$ cat src/hdl/scc_pkg.sv
package scc_pkg;

    // Default field and fraction widths.
    localparam int ANGLE_WIDTH   = 12;
    localparam int FRACTION_BITS = 8;

    // Width of the configuration register index.
    localparam int CFG_INDEX_W = 3;

    // Register indexes on the configuration port.
    typedef enum logic [CFG_INDEX_W-1:0] {
        REG_MIN_ANGLE        = 3'd0,
        REG_MAX_ANGLE        = 3'd1,
        REG_NEW_WEIGHT       = 3'd2,
        REG_BYPASS_THRESHOLD = 3'd3,
        REG_RAMP_STEP        = 3'd4
    } cfg_index_t;

    // Register values after reset.
    localparam int RST_MIN_ANGLE        = 0;
    localparam int RST_MAX_ANGLE        = 180;
    localparam int RST_NEW_WEIGHT       = 90;
    localparam int RST_BYPASS_THRESHOLD = 8;
    localparam int RST_RAMP_STEP        = 5;

    // Effective threshold when bypass is disabled, and the step used for a zero ramp step.
    localparam int BYPASS_OFF   = 9999;
    localparam int DEFAULT_STEP = 180;

endpackage

$ cat src/hdl/scc_filter.sv
module scc_filter #(
    parameter int ANGLE_WIDTH   = scc_pkg::ANGLE_WIDTH,
    parameter int FRACTION_BITS = scc_pkg::FRACTION_BITS
) (
    input  logic                          clk,
    input  logic                          rst_n,
    input  logic                          en,
    input  logic signed [ANGLE_WIDTH-1:0] raw,
    input  logic signed [ANGLE_WIDTH-1:0] min_angle,
    input  logic signed [ANGLE_WIDTH-1:0] max_angle,
    input  logic        [FRACTION_BITS:0] new_weight,
    input  logic        [ANGLE_WIDTH-1:0] bypass_threshold,
    output logic signed [ANGLE_WIDTH-1:0] sat,
    output logic signed [ANGLE_WIDTH-1:0] med,
    output logic signed [ANGLE_WIDTH-1:0] avg,
    output logic                          lim
);

    localparam int A   = ANGLE_WIDTH;
    localparam int F   = FRACTION_BITS;
    localparam int FW  = A + F;
    localparam int PW  = A + 2 * F + 3;
    localparam int CMW = (A + 1 > 14) ? A + 1 : 14;

    localparam logic        [F:0]    W_ONE     = {1'b1, {F{1'b0}}};
    localparam logic signed [PW-1:0] HALF_P    = PW'(1) <<< (F - 1);
    localparam logic signed [FW:0]   HALF_R    = (FW + 1)'(1) <<< (F - 1);
    localparam logic signed [PW-1:0] FIX_MAX_P = PW'({1'b0, {(FW - 1){1'b1}}});
    localparam logic signed [PW-1:0] FIX_MIN_P = -FIX_MAX_P - PW'(1);
    localparam logic signed [A:0]    ANG_MAX_R = (A + 1)'({1'b0, {(A - 1){1'b1}}});
    localparam logic signed [A:0]    ANG_MIN_R = -ANG_MAX_R - (A + 1)'(1);

    // The oldest entry is shifted out before it is ever read, so only two are kept.
    logic signed [A-1:0]  hist_mid_reg, hist_new_reg;
    logic signed [A-1:0]  hist_mid_next, hist_new_next;
    logic signed [FW-1:0] avg_fix_reg, avg_fix_next;
    logic signed [A-1:0]  avg_round_reg, avg_round_next;

    logic signed [A:0]    diff;
    logic        [A:0]    delta;
    logic        [CMW-1:0] thr_eff;
    logic                 filt;
    logic signed [A-1:0]  lo_ab, hi_ab, lo_hc, m3;
    logic        [F:0]    w_c, w_rest;
    logic signed [F+1:0]  w_s, w_rest_s;
    logic signed [FW-1:0] med_fix;
    logic signed [PW-1:0] prod_new, prod_old, num, avg_wide;
    logic signed [FW-1:0] avg_fix_f;
    logic signed [FW:0]   round_wide, round_sh;
    logic signed [A-1:0]  round_sat;

    // Clamp to the limits; the low limit is tested first.
    always_comb
    begin
        if (raw < min_angle)
        begin
            sat = min_angle;
        end
        else if (raw > max_angle)
        begin
            sat = max_angle;
        end
        else
        begin
            sat = raw;
        end
    end

    assign lim = (sat != raw);

    // Distance from the last rounded average decides between filtering and bypass.
    assign diff    = {sat[A-1], sat} - {avg_round_reg[A-1], avg_round_reg};
    assign delta   = (diff < 0) ? (A + 1)'(-diff) : (A + 1)'(diff);
    assign thr_eff = (bypass_threshold == '0) ? CMW'(scc_pkg::BYPASS_OFF)
                                              : CMW'(bypass_threshold);
    assign filt    = (CMW'(delta) < thr_eff);

    // Median of the shifted history: middle, newest and the clamped command.
    always_comb
    begin
        lo_ab = (hist_mid_reg < hist_new_reg) ? hist_mid_reg : hist_new_reg;
        hi_ab = (hist_mid_reg < hist_new_reg) ? hist_new_reg : hist_mid_reg;
        lo_hc = (hi_ab < sat) ? hi_ab : sat;
        m3    = (lo_ab < lo_hc) ? lo_hc : lo_ab;
    end

    // Exponential average in fixed point, rounded half up at each shift.
    assign w_c      = (new_weight > W_ONE) ? W_ONE : new_weight;
    assign w_rest   = W_ONE - w_c;
    assign w_s      = {1'b0, w_c};
    assign w_rest_s = {1'b0, w_rest};
    assign med_fix  = {m3, {F{1'b0}}};
    assign prod_new = PW'(w_s) * PW'(med_fix);
    assign prod_old = PW'(w_rest_s) * PW'(avg_fix_reg);
    assign num      = prod_new + prod_old + HALF_P;
    assign avg_wide = num >>> F;

    always_comb
    begin
        if (avg_wide > FIX_MAX_P)
        begin
            avg_fix_f = FW'(FIX_MAX_P);
        end
        else if (avg_wide < FIX_MIN_P)
        begin
            avg_fix_f = FW'(FIX_MIN_P);
        end
        else
        begin
            avg_fix_f = FW'(avg_wide);
        end
    end

    assign round_wide = {avg_fix_f[FW-1], avg_fix_f} + HALF_R;
    assign round_sh   = round_wide >>> F;

    always_comb
    begin
        if (round_sh > (FW + 1)'(ANG_MAX_R))
        begin
            round_sat = A'(ANG_MAX_R);
        end
        else if (round_sh < (FW + 1)'(ANG_MIN_R))
        begin
            round_sat = A'(ANG_MIN_R);
        end
        else
        begin
            round_sat = A'(round_sh);
        end
    end

    // Next state: filtered update, or everything loaded with the clamped command.
    always_comb
    begin
        if (filt)
        begin
            hist_mid_next  = hist_new_reg;
            hist_new_next  = sat;
            avg_fix_next   = avg_fix_f;
            avg_round_next = round_sat;
            med            = m3;
        end
        else
        begin
            hist_mid_next  = sat;
            hist_new_next  = sat;
            avg_fix_next   = {sat, {F{1'b0}}};
            avg_round_next = sat;
            med            = sat;
        end
    end

    assign avg = avg_round_next;

    // Filter state advances once per transfer through this stage.
    always_ff @(posedge clk or negedge rst_n)
    begin
        if (!rst_n)
        begin
            hist_mid_reg  <= '0;
            hist_new_reg  <= '0;
            avg_fix_reg   <= '0;
            avg_round_reg <= '0;
        end
        else if (en)
        begin
            hist_mid_reg  <= hist_mid_next;
            hist_new_reg  <= hist_new_next;
            avg_fix_reg   <= avg_fix_next;
            avg_round_reg <= avg_round_next;
        end
    end

endmodule

$ cat src/hdl/scc_ramp.sv
module scc_ramp #(
    parameter int ANGLE_WIDTH = scc_pkg::ANGLE_WIDTH
) (
    input  logic                          clk,
    input  logic                          rst_n,
    input  logic                          en,
    input  logic signed [ANGLE_WIDTH-1:0] avg,
    input  logic signed [ANGLE_WIDTH-1:0] min_angle,
    input  logic signed [ANGLE_WIDTH-1:0] max_angle,
    input  logic        [ANGLE_WIDTH-1:0] ramp_step,
    output logic signed [ANGLE_WIDTH-1:0] ramp_out
);

    localparam int A  = ANGLE_WIDTH;
    localparam int RW = A + 2;

    logic signed [A-1:0]  ramp_reg, ramp_next;
    logic signed [A-1:0]  target;
    logic signed [RW-1:0] target_w, ramp_w, step_w, moved, limited;

    // Target is the average held inside the limits.
    always_comb
    begin
        if (avg < min_angle)
        begin
            target = min_angle;
        end
        else if (avg > max_angle)
        begin
            target = max_angle;
        end
        else
        begin
            target = avg;
        end
    end

    assign target_w = RW'(target);
    assign ramp_w   = RW'(ramp_reg);
    assign step_w   = (ramp_step == '0) ? RW'(scc_pkg::DEFAULT_STEP) : RW'({1'b0, ramp_step});

    // Move toward the target by at most one step without overshooting it.
    always_comb
    begin
        moved = ramp_w;
        if (target_w > ramp_w)
        begin
            moved = ramp_w + step_w;
            if (moved > target_w)
            begin
                moved = target_w;
            end
        end
        else if (target_w < ramp_w)
        begin
            moved = ramp_w - step_w;
            if (moved < target_w)
            begin
                moved = target_w;
            end
        end
    end

    // Final clamp to the limits, low limit first.
    always_comb
    begin
        if (moved < RW'(min_angle))
        begin
            limited = RW'(min_angle);
        end
        else if (moved > RW'(max_angle))
        begin
            limited = RW'(max_angle);
        end
        else
        begin
            limited = moved;
        end
        ramp_next = A'(limited);
    end

    // The ramp state doubles as the output register for the ramped command.
    always_ff @(posedge clk or negedge rst_n)
    begin
        if (!rst_n)
        begin
            ramp_reg <= '0;
        end
        else if (en)
        begin
            ramp_reg <= ramp_next;
        end
    end

    assign ramp_out = ramp_reg;

endmodule

$ cat src/hdl/servo_command_conditioner.sv
// Servo command conditioner.
// One raw angle command enters per transfer on the slave stream (s_tdata).
// It is clamped to the configured limits, filtered by a three-tap median and
// an exponential average (or loaded straight through on a large step), and
// then slew-limited. Each input transfer produces exactly one output transfer
// on the master stream carrying the ramped, clamped, median and averaged
// values in m_tdata and the limit flag in m_tuser.
// Each input is registered in raw_reg, then the stage 1 registers, then the output
// register that drives m_tvalid. Throughput: one item per cycle unless the receiver
// stalls; the filter state loop (clamp, median, two multiplies and a rounding shift)
// closes within the filter, and the slew limiter runs one stage later on its own
// state register. Reset clears the pipeline, the filter history, the average and
// the ramp output to zero, and loads the register defaults. When the receiver
// stalls, the result is held in the output register and the three stages fill
// up; s_tready falls only once all of them hold an item. Configuration must be
// written through cfg_we/cfg_index/cfg_data only while idle; not enforced by the block.
module servo_command_conditioner #(
    parameter int ANGLE_WIDTH   = scc_pkg::ANGLE_WIDTH,
    parameter int FRACTION_BITS = scc_pkg::FRACTION_BITS,
    parameter int IN_W          = ((ANGLE_WIDTH + 7) / 8) * 8,
    parameter int OUT_W         = ((4 * ANGLE_WIDTH + 7) / 8) * 8,
    parameter int CFG_W         = (ANGLE_WIDTH > FRACTION_BITS + 1) ? ANGLE_WIDTH
                                                                     : FRACTION_BITS + 1
) (
    input  logic                           clk,
    input  logic                           rst_n,
    // Slave stream.
    input  logic                           s_tvalid,
    output logic                           s_tready,
    input  logic [IN_W-1:0]                s_tdata,   // raw_command
    // Master stream.
    output logic                           m_tvalid,
    input  logic                           m_tready,
    output logic [OUT_W-1:0]               m_tdata,   // ramped_command, saturated_command,
                                                      // median_value, averaged_value
    output logic [0:0]                     m_tuser,   // limit_reached
    // Configuration write port.
    input  logic                           cfg_we,
    input  logic [scc_pkg::CFG_INDEX_W-1:0] cfg_index,
    input  logic [CFG_W-1:0]               cfg_data
);

    localparam int A = ANGLE_WIDTH;
    localparam int F = FRACTION_BITS;

    // Configuration registers.
    logic signed [A-1:0] min_angle_reg, max_angle_reg;
    logic        [F:0]   new_weight_reg;
    logic        [A-1:0] bypass_threshold_reg, ramp_step_reg;

    // Pipeline registers.
    logic                s0_valid_reg, s0_valid_next;
    logic signed [A-1:0] raw_reg;
    logic                s1_valid_reg, s1_valid_next;
    logic signed [A-1:0] s1_sat_reg, s1_med_reg, s1_avg_reg;
    logic                s1_lim_reg;
    logic                out_valid_reg, out_valid_next;
    logic signed [A-1:0] out_sat_reg, out_med_reg, out_avg_reg;
    logic                out_lim_reg;

    logic                out_free, s1_free, s0_free;
    logic                s0_load, s1_load, out_load;
    logic signed [A-1:0] f_sat, f_med, f_avg;
    logic                f_lim;
    logic signed [A-1:0] ramp_val;

    // Configuration writes; unknown indexes are ignored.
    always_ff @(posedge clk or negedge rst_n)
    begin
        if (!rst_n)
        begin
            min_angle_reg        <= A'(scc_pkg::RST_MIN_ANGLE);
            max_angle_reg        <= A'(scc_pkg::RST_MAX_ANGLE);
            new_weight_reg       <= (F + 1)'(scc_pkg::RST_NEW_WEIGHT);
            bypass_threshold_reg <= A'(scc_pkg::RST_BYPASS_THRESHOLD);
            ramp_step_reg        <= A'(scc_pkg::RST_RAMP_STEP);
        end
        else if (cfg_we)
        begin
            unique case (cfg_index)
                scc_pkg::REG_MIN_ANGLE:        min_angle_reg        <= cfg_data[A-1:0];
                scc_pkg::REG_MAX_ANGLE:        max_angle_reg        <= cfg_data[A-1:0];
                scc_pkg::REG_NEW_WEIGHT:       new_weight_reg       <= cfg_data[F:0];
                scc_pkg::REG_BYPASS_THRESHOLD: bypass_threshold_reg <= cfg_data[A-1:0];
                scc_pkg::REG_RAMP_STEP:        ramp_step_reg        <= cfg_data[A-1:0];
                default:                       ;
            endcase
        end
    end

    // Stage flow: a stage takes a new item when it is empty or its item moves on.
    assign out_free = !out_valid_reg || m_tready;
    assign s1_free  = !s1_valid_reg || out_free;
    assign s0_free  = !s0_valid_reg || s1_free;
    assign s_tready = s0_free;

    assign s0_load  = s_tvalid && s0_free;
    assign s1_load  = s0_valid_reg && s1_free;
    assign out_load = s1_valid_reg && out_free;

    always_comb
    begin
        s0_valid_next  = s0_load || (s0_valid_reg && !s1_free);
        s1_valid_next  = s1_load || (s1_valid_reg && !out_free);
        out_valid_next = out_load || (out_valid_reg && !m_tready);
    end

    always_ff @(posedge clk or negedge rst_n)
    begin
        if (!rst_n)
        begin
            s0_valid_reg  <= 1'b0;
            s1_valid_reg  <= 1'b0;
            out_valid_reg <= 1'b0;
        end
        else
        begin
            s0_valid_reg  <= s0_valid_next;
            s1_valid_reg  <= s1_valid_next;
            out_valid_reg <= out_valid_next;
        end
    end

    // Payload registers of the three stages.
    always_ff @(posedge clk)
    begin
        if (s0_load)
        begin
            raw_reg <= s_tdata[A-1:0];
        end
        if (s1_load)
        begin
            s1_sat_reg <= f_sat;
            s1_med_reg <= f_med;
            s1_avg_reg <= f_avg;
            s1_lim_reg <= f_lim;
        end
        if (out_load)
        begin
            out_sat_reg <= s1_sat_reg;
            out_med_reg <= s1_med_reg;
            out_avg_reg <= s1_avg_reg;
            out_lim_reg <= s1_lim_reg;
        end
    end

    // Clamp, median and average with their state.
    scc_filter #(
        .ANGLE_WIDTH   (A),
        .FRACTION_BITS (F)
    ) u_filter (
        .clk              (clk),
        .rst_n            (rst_n),
        .en               (s1_load),
        .raw              (raw_reg),
        .min_angle        (min_angle_reg),
        .max_angle        (max_angle_reg),
        .new_weight       (new_weight_reg),
        .bypass_threshold (bypass_threshold_reg),
        .sat              (f_sat),
        .med              (f_med),
        .avg              (f_avg),
        .lim              (f_lim)
    );

    // Slew limiter; its state register is the output register of the ramped value.
    scc_ramp #(
        .ANGLE_WIDTH (A)
    ) u_ramp (
        .clk       (clk),
        .rst_n     (rst_n),
        .en        (out_load),
        .avg       (s1_avg_reg),
        .min_angle (min_angle_reg),
        .max_angle (max_angle_reg),
        .ramp_step (ramp_step_reg),
        .ramp_out  (ramp_val)
    );

    // Output packing.
    assign m_tvalid = out_valid_reg;
    assign m_tdata  = OUT_W'({out_avg_reg, out_med_reg, out_sat_reg, ramp_val});
    assign m_tuser  = out_lim_reg;

endmodule
$ cat config.mk
export PLATFORM = sky130hd
export DESIGN_NAME = servo_command_conditioner
export DESIGN_NICKNAME = d
export VERILOG_FILES = /design/src/hdl/scc_pkg.sv /design/src/hdl/scc_filter.sv /design/src/hdl/scc_ramp.sv /design/src/hdl/servo_command_conditioner.sv
export SDC_FILE = /design/constraint.sdc
export NUM_CORES = 1
export LEC_CHECK = 0
export ABC_AREA = 1
export BUFFER_PORTS_ARGS = -buffer_cell sky130_fd_sc_hd__buf_2
export CORE_MARGIN = 10
export CORE_UTILIZATION = 65
export DETAILED_ROUTE_END_ITERATION = 7
export PLACE_DENSITY_LB_ADDON = 0.15
export SLEW_MARGIN = 0
export SYNTH_ARGS = -nofsm -noshare
export SYNTH_HDL_FRONTEND = slang
export SYNTH_SLANG_ARGS = --single-unit
$ cat constraint.sdc
create_clock -name clk -period 15.14 [get_ports clk]
set_clock_uncertainty 0.1 [all_clocks]
set_input_delay 2.271 -clock clk [delete_from_list [all_inputs] [get_ports clk]]
set_output_delay 2.271 -clock clk [all_outputs]
set_load 0.1 [all_outputs]
==> impl_metrics.toml <==
[status]
status = "complete, no violations"

[setup_path]
end_kind = "register"
path_buf_inv = 13
cp.arrival_ns = 14.46
max_stage_delay_ns = 0.57
cp_max_fo = 14
critical_path.top_delay_family = "adder cells"
required_ns = 15.51
critPathLaunchType = "register"
slowest_stage = "fa_1"
r2r_slack_ns = 1.05
path_class = "reg -> reg"
crit_top_cell = "nand2_1"

[detailed_routing]
vias_per_cell = 5.796
drt-total-wl_um = 78550
postRouteAntennaNets = 0
wl_per_cell_um = 19.15
drt_pre_antenna_iters = 7
drtIter0Drc = 2282
vias = 23780
drc = 0

[synthesis]
ys_seq_elements = 214
ys_types = 64
syn_inst = 3452
synthesis.area_um2 = 27170
synth_top_area_share_pct = 18.20
synthTopCellsByArea = "fa_1 (18%), ha_1 (15%), dfrtp_1 (11%)"
async_flop_share_pct = 59.81
synth.avg_cell_area_um2 = 7.870
synth_nets = 4066
synth_ff_type = "dfrtp_1"
synth.yosys.warnings = 0
synth_sequential_area_ratio_pct = 21.35
synth_edf_count = 86
synth_top_cell_by_area = "fa_1"

[finish]
drive_above_1_share_pct = 8.154
final_common_cell = "nand2_1"
finalInstanceArea_um2 = 29400
final_cell_mix = "nand2_1 (696), inv_1 (665), ha_1 (330), nor2_1 (308), fa_1 (247)"
nets = 4165
largest_register_ffs = 20
syn2layout_area_growth_pct = 8.211
n_fill_cell = 3274

[global_route]
grt_pass1_vias = 24030
antenna_found_initial = 0
grt_pass1_wl_um = 126800
grt_max_degree = 81
met2_usage_pct = 54.05
grt_use_met1_pct = 39.37
grt.total_usage_pct = 31.55
grtUsageMet3_pct = 3.500
grt-ovfl-total = 0
grt.busiest_layer = "met2"

[clock_tree]
cts_hold_repair.buffers = 0
cts_sinks = 214
insertion_delay_ns = 0.53
clock_path_buffers = 3
cts_tree = "done"
cts_buffers = 24
clk_pin_slew_ns = 0.06
htreeDepth = 1
cts_root_buffer = "clkbuf_16"

[sta]
fin_crit_sh_pct = 93.04
period_needed_ns = 14.09
slew-limit-headroom_pct = 28.54
finalSetupViolCount = 0
final-hold-violation-count = 0
report.final.slew_viol_count = 0
timing.fmax_ghz = 0.07099
worst_pin_slew_ns = 1.072

[die]
rows = 74
coreArea_um2 = 41110
die_h_um = 224.4
die-area_um2 = 50380
start_util_pct = 66.09
pin_count = 87
die_x_um = 224.4

[placement]
hpwlAfterDp_um = 63690
gp_congestion = 0.9695
numPortBuffers = 82
placed_cell_area_um2 = 28420

[hold_path]
hold_path_class = "reg -> reg"

[flow_run]
cap_violations = 0
## through the flow
step / utilization [%] / TNS [ns] / std cells / worst slack (ns) / hold WS [ns]
detailed placement: 69.13 / 0 / 4048 / 0.3222 / 0.3045
global route: 71.51 / -0.8088 / 4101 / -0.1347 / 0.3239
CTS: 71.16 / 0 / 4092 / 0.2266 / 0.3191
global placement: 69.13 / 0 / 4048 / 0.6863 / 0.3033
finish: 71.52 / 0 / 4102 / 1.054 / 0.3183
floorplan: - / 0 / 3452 / 2.084 / 0.3003
## cell usage after synthesis (all sizes together) (5+ instances only)
master / n
buf: 14
ha: 331
a211oi: 8
o22ai: 8
inv: 670
nor3: 17
nor2: 315
xnor2: 44
a31oi: 11
clkinv: 8
nand2: 733
dfrtp: 117
o21bai: 17
xor2: 84
or2: 8
o211ai: 35
a22oi: 7
o221ai: 28
dfstp: 11
a21oi: 160
nor4: 8
o21ai: 228
fa: 247
nand4: 28
o21a: 5
clkbuf: 68
edfxtp: 86
nand3: 113
a21o: 6
nand3b: 9
## cells by family (layout without fill, tap and decap cells)
logic type	Yosys count	after routing	share of synthesized area (%)
other	0	1	0
XOR/XNOR	128	128	4.126
adder cells (fa/ha/maj)	578	578	33.44
buffers and inverters	760	877	10.60
flip-flops	214	214	21.35
AO/OA/AOI/OAI	532	532	11.38
AND/OR/NAND/NOR	1240	1240	19.11
## worst register-to-register path: cells and delay by family, from the launching register on
family | cells | cell delay [ns]
AOI/OAI and AO/OA | 21 | 3.11
xor gates and xnor gates | 2 | 0.44
adders and majority gates | 10 | 4.32
buffers and inverters | 13 | 1.28
DFF | 1 | 0.53
and+or+nand+nor | 39 | 4.23
## metal layers
layer,vias up,routed length [µm]
met1,11270,30860
met5,-,0
met2,1068,37720
met4,0,3996
li1,11210,-
met3,226,5976
## worst paths after layout
path / startpoint / end / cells after the start
worst max-delay path: max_angle_reg[7]$_DFFE_PN1P_ / u_filter.avg_round_reg[9]$_DFFE_PN0P_ / 85
worst min-delay path: s1_sat_reg[10]$_DFFE_PP_ / out_sat_reg[10]$_DFFE_PP_ / 0
worst max register to register: max_angle_reg[7]$_DFFE_PN1P_ / u_filter.avg_round_reg[9]$_DFFE_PN0P_ / 85
worst min register to register: s1_sat_reg[10]$_DFFE_PP_ / out_sat_reg[10]$_DFFE_PP_ / 0
max in group asynchronous: rst_n / u_filter.avg_fix_reg[5]$_DFFE_PN0P_ / 2
min in group asynchronous: rst_n / bypass_threshold_reg[11]$_DFFE_PN0P_ / 1
## cell type report
cell class,count,area [µm²],area share (%)
antenna,1,2.502,0.008512
clock buffer,28,666.9,2.268
clock inverter,16,167.7,0.5703
inverter,678,2549,8.669
multi-input combinational,2478,18570,63.17
sequential,214,5799,19.73
tap,532,665.6,2.264
timing repair buffer,154,969.7,3.298
timing repair inverter,1,7.507,0.02554
## timing repair
action | in CTS | in global routing
gates resized for setup | 0 | 27
setup endpoints to repair | 0 | 44
hold endpoints to repair | 0 | 0
buffers inserted | 0 | 8
Power is left out: the tool's default activity adds up to more than one toggle a clock period on the data nets, which glitch-free logic cannot reach.
